## src/rtl/rfbt_pkg.sv

```systemverilog
// Shared types and constants for the ring FIFO with block transfers.
package rfbt_pkg;

	localparam int DEPTH_DEF = 64;
	localparam int WORD_W = 64;
	localparam int CNT_W = 7;

	typedef enum logic [1:0] {
		CMD_WRITE_ONE   = 2'd0,
		CMD_READ_ONE    = 2'd1,
		CMD_BLOCK_READ  = 2'd2,
		CMD_BLOCK_WRITE = 2'd3
	} cmd_t;

	typedef enum logic [1:0] {
		ST_IDLE,
		ST_READ,
		ST_BLK_ISSUE,
		ST_BLK_LOAD
	} state_t;

	typedef enum logic [1:0] {
		GR_NONE,
		GR_WRITE,
		GR_BLOCK
	} gr_sel_t;

	// Controller to datapath commands.
	typedef struct packed {
		logic    push;
		logic    pop;
		logic    blk_start;
		logic    paste_set;
		logic    paste_dec;
		logic    paste_clr;
		logic    out_load;
		logic    out_from_mem;
		logic    out_status;
		gr_sel_t out_gr;
		logic    out_last;
	} ctrl_cmd_t;

	// Datapath to controller status.
	typedef struct packed {
		logic word_zero;
		logic full;
		logic fill_zero;
		logic rd_grant_zero;
		logic wr_grant_zero;
		logic paste_zero;
		logic blk_done;
		logic out_free;
	} dp_stat_t;

endpackage

```

## src/rtl/rfbt_dp.sv

```systemverilog
// Datapath: ring memory, indices, counters, capacity and result register.
module rfbt_dp #(
	parameter int DEPTH = rfbt_pkg::DEPTH_DEF
) (
	input  logic                          clk,
	input  logic                          arst_n,
	input  logic                          cfg_wr_en,
	input  logic [rfbt_pkg::CNT_W-1:0]    cfg_wr_data,
	input  logic [rfbt_pkg::WORD_W-1:0]   item_value,
	input  logic [rfbt_pkg::CNT_W-1:0]    block_len,
	input  logic                          up_to,
	input  logic                          out_ready,
	input  rfbt_pkg::ctrl_cmd_t           cmd,
	output rfbt_pkg::dp_stat_t            stat,
	output logic                          out_valid,
	output logic [rfbt_pkg::WORD_W-1:0]   read_value,
	output logic                          status,
	output logic [rfbt_pkg::CNT_W-1:0]    granted,
	output logic                          last
);

	localparam int IDX_W = $clog2(DEPTH);
	localparam int CW = rfbt_pkg::CNT_W;

	logic [rfbt_pkg::WORD_W-1:0] mem [DEPTH];
	logic [rfbt_pkg::WORD_W-1:0] rd_data_q;
	logic [IDX_W-1:0]            rd_idx_q, wr_idx_q;
	logic [CW-1:0]               fill_q, paste_q, cap_q, blk_cnt_q, blk_total_q;
	logic                        out_valid_q;
	logic [rfbt_pkg::WORD_W-1:0] read_value_q;
	logic                        status_q, last_q;
	logic [CW-1:0]               granted_q;
	logic [CW-1:0]               rd_grant, wr_grant, cap_sat;
	logic [IDX_W-1:0]            rd_idx_nxt, wr_idx_nxt;

	// Grant for a block request against avail entries; zero means refused.
	function automatic logic [CW-1:0] grant_count(input logic [CW-1:0] len,
			input logic upto, input logic [CW-1:0] avail);
		logic [CW-1:0] g;
		if (len == '0) begin
			g = '0;
		end else if (!upto) begin
			g = (len > avail) ? '0 : len;
		end else begin
			g = (len < avail) ? len : avail;
		end
		return g;
	endfunction

	function automatic logic [IDX_W-1:0] next_idx(input logic [IDX_W-1:0] i,
			input logic [CW-1:0] cap);
		logic [CW-1:0] n;
		n = CW'(i) + CW'(1);
		return (n >= cap) ? '0 : n[IDX_W-1:0];
	endfunction

	assign rd_grant   = grant_count(block_len, up_to, fill_q);
	assign wr_grant   = grant_count(block_len, up_to, cap_q - fill_q);
	assign rd_idx_nxt = next_idx(rd_idx_q, cap_q);
	assign wr_idx_nxt = next_idx(wr_idx_q, cap_q);

	always_comb begin
		if (cfg_wr_data == '0) begin
			cap_sat = CW'(1);
		end else if (cfg_wr_data > CW'(DEPTH)) begin
			cap_sat = CW'(DEPTH);
		end else begin
			cap_sat = cfg_wr_data;
		end
	end

	always_comb begin
		stat.word_zero     = (item_value == '0);
		stat.full          = (fill_q >= cap_q);
		stat.fill_zero     = (fill_q == '0);
		stat.rd_grant_zero = (rd_grant == '0);
		stat.wr_grant_zero = (wr_grant == '0);
		stat.paste_zero    = (paste_q == '0);
		stat.blk_done      = (blk_cnt_q == '0);
		stat.out_free      = !out_valid_q || out_ready;
	end

	// Ring memory, registered read port.
	always_ff @(posedge clk) begin
		if (cmd.push) begin
			mem[wr_idx_q] <= item_value;
		end
		if (cmd.pop) begin
			rd_data_q <= mem[rd_idx_q];
		end
	end

	always_ff @(posedge clk or negedge arst_n) begin
		if (!arst_n) begin
			rd_idx_q  <= '0;
			wr_idx_q  <= '0;
			fill_q    <= '0;
			paste_q   <= '0;
			cap_q     <= CW'(DEPTH);
			blk_cnt_q <= '0;
		end else if (cfg_wr_en) begin
			cap_q    <= cap_sat;
			rd_idx_q <= '0;
			wr_idx_q <= '0;
			fill_q   <= '0;
			paste_q  <= '0;
		end else begin
			if (cmd.push) begin
				wr_idx_q <= wr_idx_nxt;
			end
			if (cmd.pop) begin
				rd_idx_q <= rd_idx_nxt;
			end
			if (cmd.push && !cmd.pop) begin
				fill_q <= fill_q + CW'(1);
			end else if (cmd.pop && !cmd.push) begin
				fill_q <= fill_q - CW'(1);
			end
			priority if (cmd.paste_clr) begin
				paste_q <= '0;
			end else if (cmd.paste_set) begin
				paste_q <= wr_grant - CW'(1);
			end else if (cmd.paste_dec) begin
				paste_q <= paste_q - CW'(1);
			end
			priority if (cmd.blk_start) begin
				blk_cnt_q <= rd_grant;
			end else if (cmd.pop && !stat.blk_done) begin
				blk_cnt_q <= blk_cnt_q - CW'(1);
			end
		end
	end

	always_ff @(posedge clk) begin
		if (cmd.blk_start) begin
			blk_total_q <= rd_grant;
		end
	end

	// Result register
	always_ff @(posedge clk or negedge arst_n) begin
		if (!arst_n) begin
			out_valid_q <= 1'b0;
		end else if (cmd.out_load) begin
			out_valid_q <= 1'b1;
		end else if (out_ready) begin
			out_valid_q <= 1'b0;
		end
	end

	always_ff @(posedge clk) begin
		if (cmd.out_load) begin
			read_value_q <= cmd.out_from_mem ? rd_data_q : '0;
			status_q     <= cmd.out_status;
			last_q       <= cmd.out_last;
			unique case (cmd.out_gr)
				rfbt_pkg::GR_WRITE: granted_q <= wr_grant;
				rfbt_pkg::GR_BLOCK: granted_q <= blk_total_q;
				default:            granted_q <= '0;
			endcase
		end
	end

	assign out_valid  = out_valid_q;
	assign read_value = read_value_q;
	assign status     = status_q;
	assign granted    = granted_q;
	assign last       = last_q;

	a_fill_le_cap: assert property (@(posedge clk) disable iff (!arst_n)
		fill_q <= cap_q) else $error("fill exceeds capacity");
	a_push_not_full: assert property (@(posedge clk) disable iff (!arst_n)
		cmd.push |-> fill_q < cap_q) else $error("push into full ring");
	a_pop_not_empty: assert property (@(posedge clk) disable iff (!arst_n)
		cmd.pop |-> fill_q != '0) else $error("pop from empty ring");
	a_load_free: assert property (@(posedge clk) disable iff (!arst_n)
		cmd.out_load |-> (!out_valid_q || out_ready))
		else $error("result register overwritten");

endmodule

```

## src/rtl/rfbt_ctrl.sv

```systemverilog
// Controller state machine: decodes requests and sequences block reads.
module rfbt_ctrl (
	input  logic                 clk,
	input  logic                 arst_n,
	input  logic                 in_valid,
	output logic                 in_ready,
	input  logic [1:0]           command,
	input  logic                 block_first,
	input  rfbt_pkg::dp_stat_t   stat,
	output rfbt_pkg::ctrl_cmd_t  cmd
);

	rfbt_pkg::state_t state_q, state_nxt;
	rfbt_pkg::cmd_t   op;
	logic             accept;

	assign op       = rfbt_pkg::cmd_t'(command);
	assign in_ready = (state_q == rfbt_pkg::ST_IDLE) && stat.out_free;
	assign accept   = in_valid && in_ready;

	always_ff @(posedge clk or negedge arst_n) begin
		if (!arst_n) begin
			state_q <= rfbt_pkg::ST_IDLE;
		end else begin
			state_q <= state_nxt;
		end
	end

	always_comb begin
		state_nxt = state_q;
		unique case (state_q)
			rfbt_pkg::ST_IDLE: begin
				if (accept) begin
					if (op == rfbt_pkg::CMD_READ_ONE && !stat.fill_zero) begin
						state_nxt = rfbt_pkg::ST_READ;
					end else if (op == rfbt_pkg::CMD_BLOCK_READ && !stat.rd_grant_zero) begin
						state_nxt = rfbt_pkg::ST_BLK_ISSUE;
					end
				end
			end
			rfbt_pkg::ST_READ: state_nxt = rfbt_pkg::ST_IDLE;
			rfbt_pkg::ST_BLK_ISSUE: begin
				if (stat.out_free) begin
					state_nxt = rfbt_pkg::ST_BLK_LOAD;
				end
			end
			rfbt_pkg::ST_BLK_LOAD: begin
				state_nxt = stat.blk_done ? rfbt_pkg::ST_IDLE : rfbt_pkg::ST_BLK_ISSUE;
			end
			default: state_nxt = rfbt_pkg::ST_IDLE;
		endcase
	end

	always_comb begin
		cmd = '0;
		cmd.out_gr = rfbt_pkg::GR_NONE;
		unique case (state_q)
			rfbt_pkg::ST_IDLE: begin
				if (accept) begin
					cmd.paste_clr = (op != rfbt_pkg::CMD_BLOCK_WRITE);
					cmd.out_last  = 1'b1;
					unique case (op)
						rfbt_pkg::CMD_WRITE_ONE: begin
							cmd.out_load = 1'b1;
							if (stat.word_zero || stat.full) begin
								cmd.out_status = 1'b1;
							end else begin
								cmd.push = 1'b1;
							end
						end
						rfbt_pkg::CMD_READ_ONE: begin
							if (stat.fill_zero) begin
								cmd.out_load   = 1'b1;
								cmd.out_status = 1'b1;
							end else begin
								cmd.pop = 1'b1;
							end
						end
						rfbt_pkg::CMD_BLOCK_READ: begin
							if (stat.rd_grant_zero) begin
								cmd.out_load   = 1'b1;
								cmd.out_status = 1'b1;
							end else begin
								cmd.blk_start = 1'b1;
							end
						end
						default: begin
							cmd.out_load = 1'b1;
							if (block_first) begin
								if (stat.wr_grant_zero) begin
									cmd.paste_clr  = 1'b1;
									cmd.out_status = 1'b1;
								end else begin
									cmd.push      = 1'b1;
									cmd.paste_set = 1'b1;
									cmd.out_gr    = rfbt_pkg::GR_WRITE;
								end
							end else if (stat.paste_zero || stat.full) begin
								cmd.paste_clr  = 1'b1;
								cmd.out_status = 1'b1;
							end else begin
								cmd.push      = 1'b1;
								cmd.paste_dec = 1'b1;
							end
						end
					endcase
				end
			end
			rfbt_pkg::ST_READ: begin
				cmd.out_load     = 1'b1;
				cmd.out_from_mem = 1'b1;
				cmd.out_last     = 1'b1;
			end
			rfbt_pkg::ST_BLK_ISSUE: begin
				cmd.pop = stat.out_free;
			end
			rfbt_pkg::ST_BLK_LOAD: begin
				cmd.out_load     = 1'b1;
				cmd.out_from_mem = 1'b1;
				cmd.out_gr       = rfbt_pkg::GR_BLOCK;
				cmd.out_last     = stat.blk_done;
			end
			default: cmd = '0;
		endcase
	end

	a_idle_after_read: assert property (@(posedge clk) disable iff (!arst_n)
		state_q == rfbt_pkg::ST_READ |=> state_q == rfbt_pkg::ST_IDLE)
		else $error("single read did not complete");
	a_no_accept_busy: assert property (@(posedge clk) disable iff (!arst_n)
		state_q != rfbt_pkg::ST_IDLE |-> !in_ready)
		else $error("request taken while busy");
	a_load_follows_pop: assert property (@(posedge clk) disable iff (!arst_n)
		state_q == rfbt_pkg::ST_BLK_LOAD |-> $past(cmd.pop))
		else $error("block load without memory read");

endmodule

```

## src/rtl/ring_fifo_with_block_transfers_top.sv

```systemverilog
// Top level: ring FIFO of 64-bit words with single and block transfers.
//
// Request channel (in_valid/in_ready) carries command, item_value, block_len,
// up_to and block_first; result channel (out_valid/out_ready) carries
// read_value, status, granted and last. Every request gives one result,
// except a granted block read, which gives one result per word and sets
// last on the final one.
// Writes, block write elements and refusals load the result register on
// acceptance; a single read first passes the registered read port of the
// ring memory. Writes and refusals are taken one request per cycle while
// results drain; a single read keeps the controller busy until it is loaded,
// and a block read streams its words, each a memory read, then a load into
// the result register, pausing while the result register is occupied.
// A request is taken whenever the controller is idle and the result register
// is empty or being drained in the same cycle, so a stalled receiver holds
// back new requests only once the result register is occupied.
// Capacity (cfg_wr_en/cfg_wr_data) saturates into 1..DEPTH and empties the
// ring; write it only when idle.
// Reset empties the ring, clears the block write grant and sets capacity to
// DEPTH. Ring contents are not cleared.
module ring_fifo_with_block_transfers_top #(
	parameter int DEPTH = rfbt_pkg::DEPTH_DEF
) (
	input  logic                        clk,
	input  logic                        arst_n,
	input  logic                        cfg_wr_en,
	input  logic [rfbt_pkg::CNT_W-1:0]  cfg_wr_data,
	input  logic                        in_valid,
	output logic                        in_ready,
	input  logic [1:0]                  command,
	input  logic [rfbt_pkg::WORD_W-1:0] item_value,
	input  logic [rfbt_pkg::CNT_W-1:0]  block_len,
	input  logic                        up_to,
	input  logic                        block_first,
	output logic                        out_valid,
	input  logic                        out_ready,
	output logic [rfbt_pkg::WORD_W-1:0] read_value,
	output logic                        status,
	output logic [rfbt_pkg::CNT_W-1:0]  granted,
	output logic                        last
);

	rfbt_pkg::ctrl_cmd_t cmd;
	rfbt_pkg::dp_stat_t  stat;

	// Sequencing of requests and block reads
	rfbt_ctrl u_ctrl (
		.clk         (clk),
		.arst_n      (arst_n),
		.in_valid    (in_valid),
		.in_ready    (in_ready),
		.command     (command),
		.block_first (block_first),
		.stat        (stat),
		.cmd         (cmd)
	);

	// Ring storage, pointers, grants and the result register
	rfbt_dp #(
		.DEPTH (DEPTH)
	) u_dp (
		.clk         (clk),
		.arst_n      (arst_n),
		.cfg_wr_en   (cfg_wr_en),
		.cfg_wr_data (cfg_wr_data),
		.item_value  (item_value),
		.block_len   (block_len),
		.up_to       (up_to),
		.out_ready   (out_ready),
		.cmd         (cmd),
		.stat        (stat),
		.out_valid   (out_valid),
		.read_value  (read_value),
		.status      (status),
		.granted     (granted),
		.last        (last)
	);

endmodule

```

## config.mk

```make
export PLATFORM = sky130hd
export DESIGN_NAME = ring_fifo_with_block_transfers_top
export DESIGN_NICKNAME = d
export VERILOG_FILES = /design/src/rtl/rfbt_pkg.sv /design/src/rtl/rfbt_dp.sv /design/src/rtl/rfbt_ctrl.sv /design/src/rtl/ring_fifo_with_block_transfers_top.sv
export SDC_FILE = /design/constraint.sdc
export NUM_CORES = 2
export LEC_CHECK = 0
export BUFFER_PORTS_ARGS = -buffer_cell sky130_fd_sc_hd__buf_2
export CELL_PAD_IN_SITES_DETAIL_PLACEMENT = 0
export CELL_PAD_IN_SITES_GLOBAL_PLACEMENT = 1
export CORE_ASPECT_RATIO = 0.9
export CORE_MARGIN = 8
export CORE_UTILIZATION = 47
export CTS_CLUSTER_DIAMETER = 100
export CTS_CLUSTER_SIZE = 25
export DETAILED_ROUTE_END_ITERATION = 12
export HOLD_SLACK_MARGIN = 0.1
export PLACE_DENSITY = 0.74
export SLEW_MARGIN = 20
export SYNTH_ARGS = -nofsm -noshare
export SYNTH_HDL_FRONTEND = slang
export SYNTH_SLANG_ARGS = --single-unit
```

## constraint.sdc

```tcl
create_clock -name clk -period 13.3 [get_ports clk]
set_input_delay 0 -clock clk [delete_from_list [all_inputs] [get_ports clk]]
set_output_delay 0 -clock clk [all_outputs]
set_load 0.02 [all_outputs]
```

==> impl_results.html <==
<table>
<tr><th>Metric</th><th>Value</th></tr>
<tr><th colspan="2">Layout</th></tr>
<tr><td>Layout net count</td><td>8,110</td></tr>
<tr><td>Share of post-route cells with drive strength above 1</td><td>21.1%</td></tr>
<tr><td>Storage element area</td><td>128,000 sq um</td></tr>
<tr><td>Area of the multi-input gates</td><td>35,300 sq um</td></tr>
<tr><td>Filler cell count</td><td>approximately 27,000</td></tr>
<tr><td>Post-Layout Cell Count</td><td>12,704</td></tr>
<tr><td>Final core utilization</td><td>51.4%</td></tr>
<tr><td>Layout Cell Area excl Fill</td><td>180,000 sq um</td></tr>
<tr><td>Area delta synth-&gt;final</td><td>8.98%</td></tr>
<tr><th colspan="2">Timing</th></tr>
<tr><td>Setup slack after layout</td><td>6.27 ns</td></tr>
<tr><td>Fmax</td><td>142 MHz</td></tr>
<tr><td>Number of hold-slack violations in the final timing report</td><td>0</td></tr>
<tr><td>Final critical-path share of the clock period</td><td>52.9%</td></tr>
<tr><td>Number of pins exceeding their max-slew limit in the final report</td><td>0</td></tr>
<tr><td>Post-route clock skew</td><td>0.106 ns</td></tr>
<tr><td>Final setup violation count</td><td>0</td></tr>
<tr><td>Unrepaired setup endpoints after global routing</td><td>no</td></tr>
<tr><td>Max-slew headroom</td><td>approximately a fifth</td></tr>
<tr><td>Setup TNS</td><td>0 ns</td></tr>
<tr><td>Transition time of the tightest slew-check pin</td><td>1.21 ns</td></tr>
<tr><td>Crit path time final</td><td>7.03 ns</td></tr>
<tr><th colspan="2">Synthesis</th></tr>
<tr><td>Netlist cell types</td><td>between 70 and 80</td></tr>
<tr><td>Total standard cell area after synthesis</td><td>165,000 sq um</td></tr>
<tr><td>Yosys reg bits</td><td>4,283</td></tr>
<tr><td>Synth Instances</td><td>7,599</td></tr>
<tr><td>Sequential cell area fraction in the yosys report</td><td>77.8%</td></tr>
<tr><td>Fraction of registers with async set or reset after synthesis</td><td>1.00%</td></tr>
<tr><td>Top post-synthesis cells by area</td><td>sky130_fd_sc_hd__edfxtp_1, sky130_fd_sc_hd__mux4_2, sky130_fd_sc_hd__mux2i_1, sky130_fd_sc_hd__o221ai_1, sky130_fd_sc_hd__o22ai_1</td></tr>
<tr><td>Warning count from the yosys run</td><td>0</td></tr>
<tr><td>EDFF count, synth</td><td>4,240</td></tr>
<tr><td>Synth Net Count</td><td>7,745</td></tr>
<tr><td>Top-area cell type share of the netlist area</td><td>77.1%</td></tr>
<tr><td>Largest area contributor in the synthesized netlist</td><td>sky130_fd_sc_hd__edfxtp_1</td></tr>
<tr><td>Post-synth top cells</td><td>sky130_fd_sc_hd__edfxtp_1, sky130_fd_sc_hd__mux4_2, sky130_fd_sc_hd__mux2i_1, sky130_fd_sc_hd__o221ai_1, sky130_fd_sc_hd__clkbuf_1</td></tr>
<tr><td>Avg Inst Size Synth</td><td>21.7 sq um</td></tr>
<tr><td>Most common cell in the synthesized netlist</td><td>sky130_fd_sc_hd__edfxtp_1</td></tr>
<tr><td>Top_reg_cell synth</td><td>sky130_fd_sc_hd__edfxtp_1</td></tr>
<tr><th colspan="2">Clock tree</th></tr>
<tr><td>Clock tree root driver cell</td><td>sky130_fd_sc_hd__clkbuf_16</td></tr>
<tr><td>Hold buffers post-CTS</td><td>142</td></tr>
<tr><td>Number of buffers inserted during clock tree synthesis</td><td>198</td></tr>
<tr><td>TritonCTS clock tree</td><td>done</td></tr>
<tr><td>Post-cts resize count</td><td>0</td></tr>
<tr><td>Deepest level of the CTS H-tree</td><td>4</td></tr>
<tr><td>Number of clock sinks</td><td>4,283</td></tr>
<tr><td>Clock Latency Late Sink</td><td>0.97 ns</td></tr>
<tr><td>Buffers inserted during post-CTS setup optimization</td><td>0</td></tr>
<tr><td>Maximum clock insertion buffer count</td><td>4</td></tr>
<tr><td>Clock-pin slew of the registers on the worst-case setup and hold paths</td><td>0.09 ns</td></tr>
<tr><th colspan="2">Worst setup path</th></tr>
<tr><td>Buf/Inv on CP</td><td>5</td></tr>
<tr><td>Type of the worst setup path</td><td>reg2reg</td></tr>
<tr><td>Worst endpoint required time</td><td>13.86 ns</td></tr>
<tr><td>Kind of cell adding the most delay to the critical path</td><td>compound AO/OA/AOI/OAI gates</td></tr>
<tr><td>Maximum fanout along the worst path</td><td>between 40 and 50</td></tr>
<tr><td>Cells along the critical path</td><td>ha_1 &gt; inv_1 &gt; fa_1 &gt; a21o_1 &gt; a21oi_1 &gt; xnor2_1 &gt; inv_1 &gt; ha_1 &gt; a211oi_1 &gt; o21bai_1 &gt; o211a_2 &gt; and2_0 &gt; a221o_2 &gt; o21ai_4 &gt; buf_4 &gt; or2_1 &gt; nor2_4 &gt; buf_4 &gt; buf_4</td></tr>
<tr><td>Critical Path Sink Type</td><td>flop</td></tr>
<tr><td>Data arrival time of the critical path</td><td>7.59 ns</td></tr>
<tr><td>Worst setup SP type</td><td>flop</td></tr>
<tr><td>Critical-path cell with the highest stage delay</td><td>sky130_fd_sc_hd__or2_1</td></tr>
<tr><td>Cell with the most instances on the worst path</td><td>sky130_fd_sc_hd__buf_4</td></tr>
<tr><td>Highest cell delay on the worst timing path</td><td>around 0.93 ns</td></tr>
<tr><th colspan="2">Pwr</th></tr>
<tr><td>Switching part of the total power</td><td>27.3%</td></tr>
<tr><td>Worst IR drop on VDD</td><td>~0.18 mV</td></tr>
<tr><td>Power spent charging and discharging nets</td><td>7.76 mW</td></tr>
<tr><td>Share of power burned in registers</td><td>53.9%</td></tr>
<tr><td>Share of power burned in combinational logic</td><td>22.0%</td></tr>
<tr><td>Leakage component of the power</td><td>53.3 nW</td></tr>
<tr><td>PwrDens</td><td>158 nW/um^2</td></tr>
<tr><td>Clock power share</td><td>between 20% and 30%</td></tr>
<tr><td>Internal power of the cells</td><td>between 20 and 25 mW</td></tr>
<tr><th colspan="2">Die</th></tr>
<tr><td>Num ports</td><td>roughly 160</td></tr>
<tr><td>Vertical extent of the die</td><td>578 microns</td></tr>
<tr><td>Std-Cell Rows</td><td>between 200 and 250</td></tr>
<tr><td>Die outline area</td><td>between 300,000 and 400,000 sq um</td></tr>
<tr><td>Die width</td><td>roughly 640 microns</td></tr>
<tr><td>Area of the core</td><td>350,000 sq um</td></tr>
<tr><td>Starting density of the core</td><td>47.2%</td></tr>
<tr><th colspan="2">Placement</th></tr>
<tr><td>HPWL after detailed placement</td><td>259,000 microns</td></tr>
<tr><td>Routability congestion estimate</td><td>between 0.8 and 0.9</td></tr>
<tr><td>Input/output buffers</td><td>roughly 160</td></tr>
<tr><td>Cell Count Post-Placement</td><td>12,301</td></tr>
<tr><td>Total cell area at the placement stage</td><td>173,000 sq um</td></tr>
<tr><td>Worst slack, placed</td><td>6.27 ns</td></tr>
<tr><th colspan="2">Global route</th></tr>
<tr><td>Maximum number of pins on one net before global-route repair</td><td>around 120</td></tr>
<tr><td>Number of antenna violations at the first check in global routing</td><td>64</td></tr>
<tr><td>Via count of the first global-routing pass</td><td>80,757</td></tr>
<tr><td>Global-route usage over all layers</td><td>24.3%</td></tr>
<tr><td>First-pass GRT wire length</td><td>637,000 microns</td></tr>
<tr><td>Grt ovf</td><td>0</td></tr>
<tr><th colspan="2">Min path</th></tr>
<tr><td>Hold crit path type</td><td>in2reg</td></tr>
<tr><th colspan="2">Drt</th></tr>
<tr><td>Total length of routed wires</td><td>between 400,000 and 500,000 microns</td></tr>
<tr><td>Number of search-and-repair iterations in the first detailed-routing pass</td><td>6</td></tr>
<tr><td>Wire length per cell after detailed routing</td><td>36.2 microns</td></tr>
<tr><td>Antenna viol nets, final</td><td>0</td></tr>
<tr><td>Violation count after the first detailed-route iteration</td><td>12,573</td></tr>
<tr><td>Residual DRC</td><td>0</td></tr>
<tr><td>Number of vias per cell</td><td>6.51</td></tr>
<tr><td>Routed vias</td><td>a little over 80,000</td></tr>
<tr><th colspan="2">Job</th></tr>
<tr><td>Reported max-cap violation count</td><td>0</td></tr>
<tr><th colspan="2">Status</th></tr>
<tr><td>Run status</td><td>complete, no violations</td></tr>
</table>
## power groups by stage
stage	logic [mW]	clock network (mW)	registers, mW
final	6.25	6.85	15.3
after global routing	6.64	7.32	15.3
after CTS	6.34	6.94	15.3
after global placement	6.24	0	15.6
after detailed placement	6.28	0	15.6
after floorplan	4.09	0	15.7
## stage by stage
| step | power (mW) | hold slack (ns) |
|---|---|---|
| 6_report | 28.4 | 0.170 |
| 5_1_grt | 29.3 | 0.172 |
| 2_1_floorplan | 19.8 | -0.296 |
| 3_3_place_gp | 21.9 | 0.151 |
| 4_1_cts | 28.6 | 0.101 |
| 3_5_place_dp | 21.9 | 0.161 |
## routing by layer
| metal | vias to the layer above | track usage [%] | wire [microns] |
|---|---|---|---|
| li1 | 32725 | - | - |
| met5 | - | 0 | 82 |
| met3 | 615 | 5.22 | 51400 |
| met2 | 4928 | 38.4 | 216000 |
| met4 | 12 | 6.87 | 14600 |
| met1 | 44455 | 34.5 | 178000 |
## cells by family (layout without fill, tap and decap cells)
logic type,after synthesis,count (layout),share of synthesized area (%)
muxes,1448,1448,15.6
AOI/OAI and AO/OA,850,850,3.49
buffers and inverters,484,882,1.15
xor gates and xnor gates,21,21,0.123
other,0,27,0
DFF,4283,4283,77.8
adders and majority gates,59,59,0.456
and+or+nand+nor,454,454,1.38
## layout make-up
cell class	count	share of cell area [%]
flip-flops and latches	4283	71.4
multi-input cells	2832	19.6
well taps	4680	3.25
clock buffers	213	2.81
repair buffers	600	2.60
clock inverters	20	0.196
inverters	49	0.106
diodes	27	0.0375
## cell usage in the layout, fill, tap and decap left out, types with 36 or more instances in the layout
cell type                       netlist  layout
sky130_fd_sc_hd__a21oi_1            216     213
sky130_fd_sc_hd__buf_2               60     161
sky130_fd_sc_hd__buf_4                2     279
sky130_fd_sc_hd__clkbuf_16            0     200
sky130_fd_sc_hd__dfrtp_1             42      36
sky130_fd_sc_hd__dlygate4sd3_1        0     142
sky130_fd_sc_hd__edfxtp_1          4240    4240
sky130_fd_sc_hd__ha_1                57      57
sky130_fd_sc_hd__inv_1               48      48
sky130_fd_sc_hd__mux2i_1            543     543
sky130_fd_sc_hd__mux4_2             905     905
sky130_fd_sc_hd__nand2_1            151     150
sky130_fd_sc_hd__nor2_1              62      53
sky130_fd_sc_hd__nor2b_1             68      68
sky130_fd_sc_hd__o21ai_0            100     100
sky130_fd_sc_hd__o221ai_1           268     268
sky130_fd_sc_hd__o22ai_1            181     181
## path summary, 6_finish.rpt
path                            slack, ns  depth (start not counted)                       endpoint                          start
worst max-delay path                 6.27                         19     u_dp.mem[39][13]$_DFFE_PP_     u_dp.fill_q[0]$_DFFE_PN0P_
worst min-delay path                 0.17                          3     u_dp.mem[49][38]$_DFFE_PP_                 item_value[38]
worst max register to register       6.27                         19     u_dp.mem[39][13]$_DFFE_PP_     u_dp.fill_q[0]$_DFFE_PN0P_
worst min register to register       0.51                          2  u_dp.blk_cnt_q[5]$_DFFE_PN0P_  u_dp.blk_cnt_q[5]$_DFFE_PN0P_
max in group asynchronous           12.52                          4   u_dp.rd_idx_q[4]$_DFFE_PN0P_                         arst_n
min in group asynchronous            0.30                          4     u_dp.out_valid$_DFFE_PN0P_                         arst_n
## sequential cells by signal, indices dropped and copies added, names as in the netlist
signal and cells:
u_dp.blk_cnt_q 7, u_dp.out_valid 1, u_dp.cap_q 7, u_dp.blk_total_q 7, u_dp.rd_data_q 64, u_dp.last 1
u_dp.wr_idx_q 6, u_ctrl.state_q 2, u_dp.read_value 64, u_dp.granted 7, u_dp.mem 4096, u_dp.paste_q 7
u_dp.status 1, u_dp.rd_idx_q 6, u_dp.fill_q 7
## worst min-delay path, delay by kind of cell
kind | cells | cell delay (ns)
buf+inv | 3 | 0.90
No activity file was read; power rests on OpenSTA's default activity.
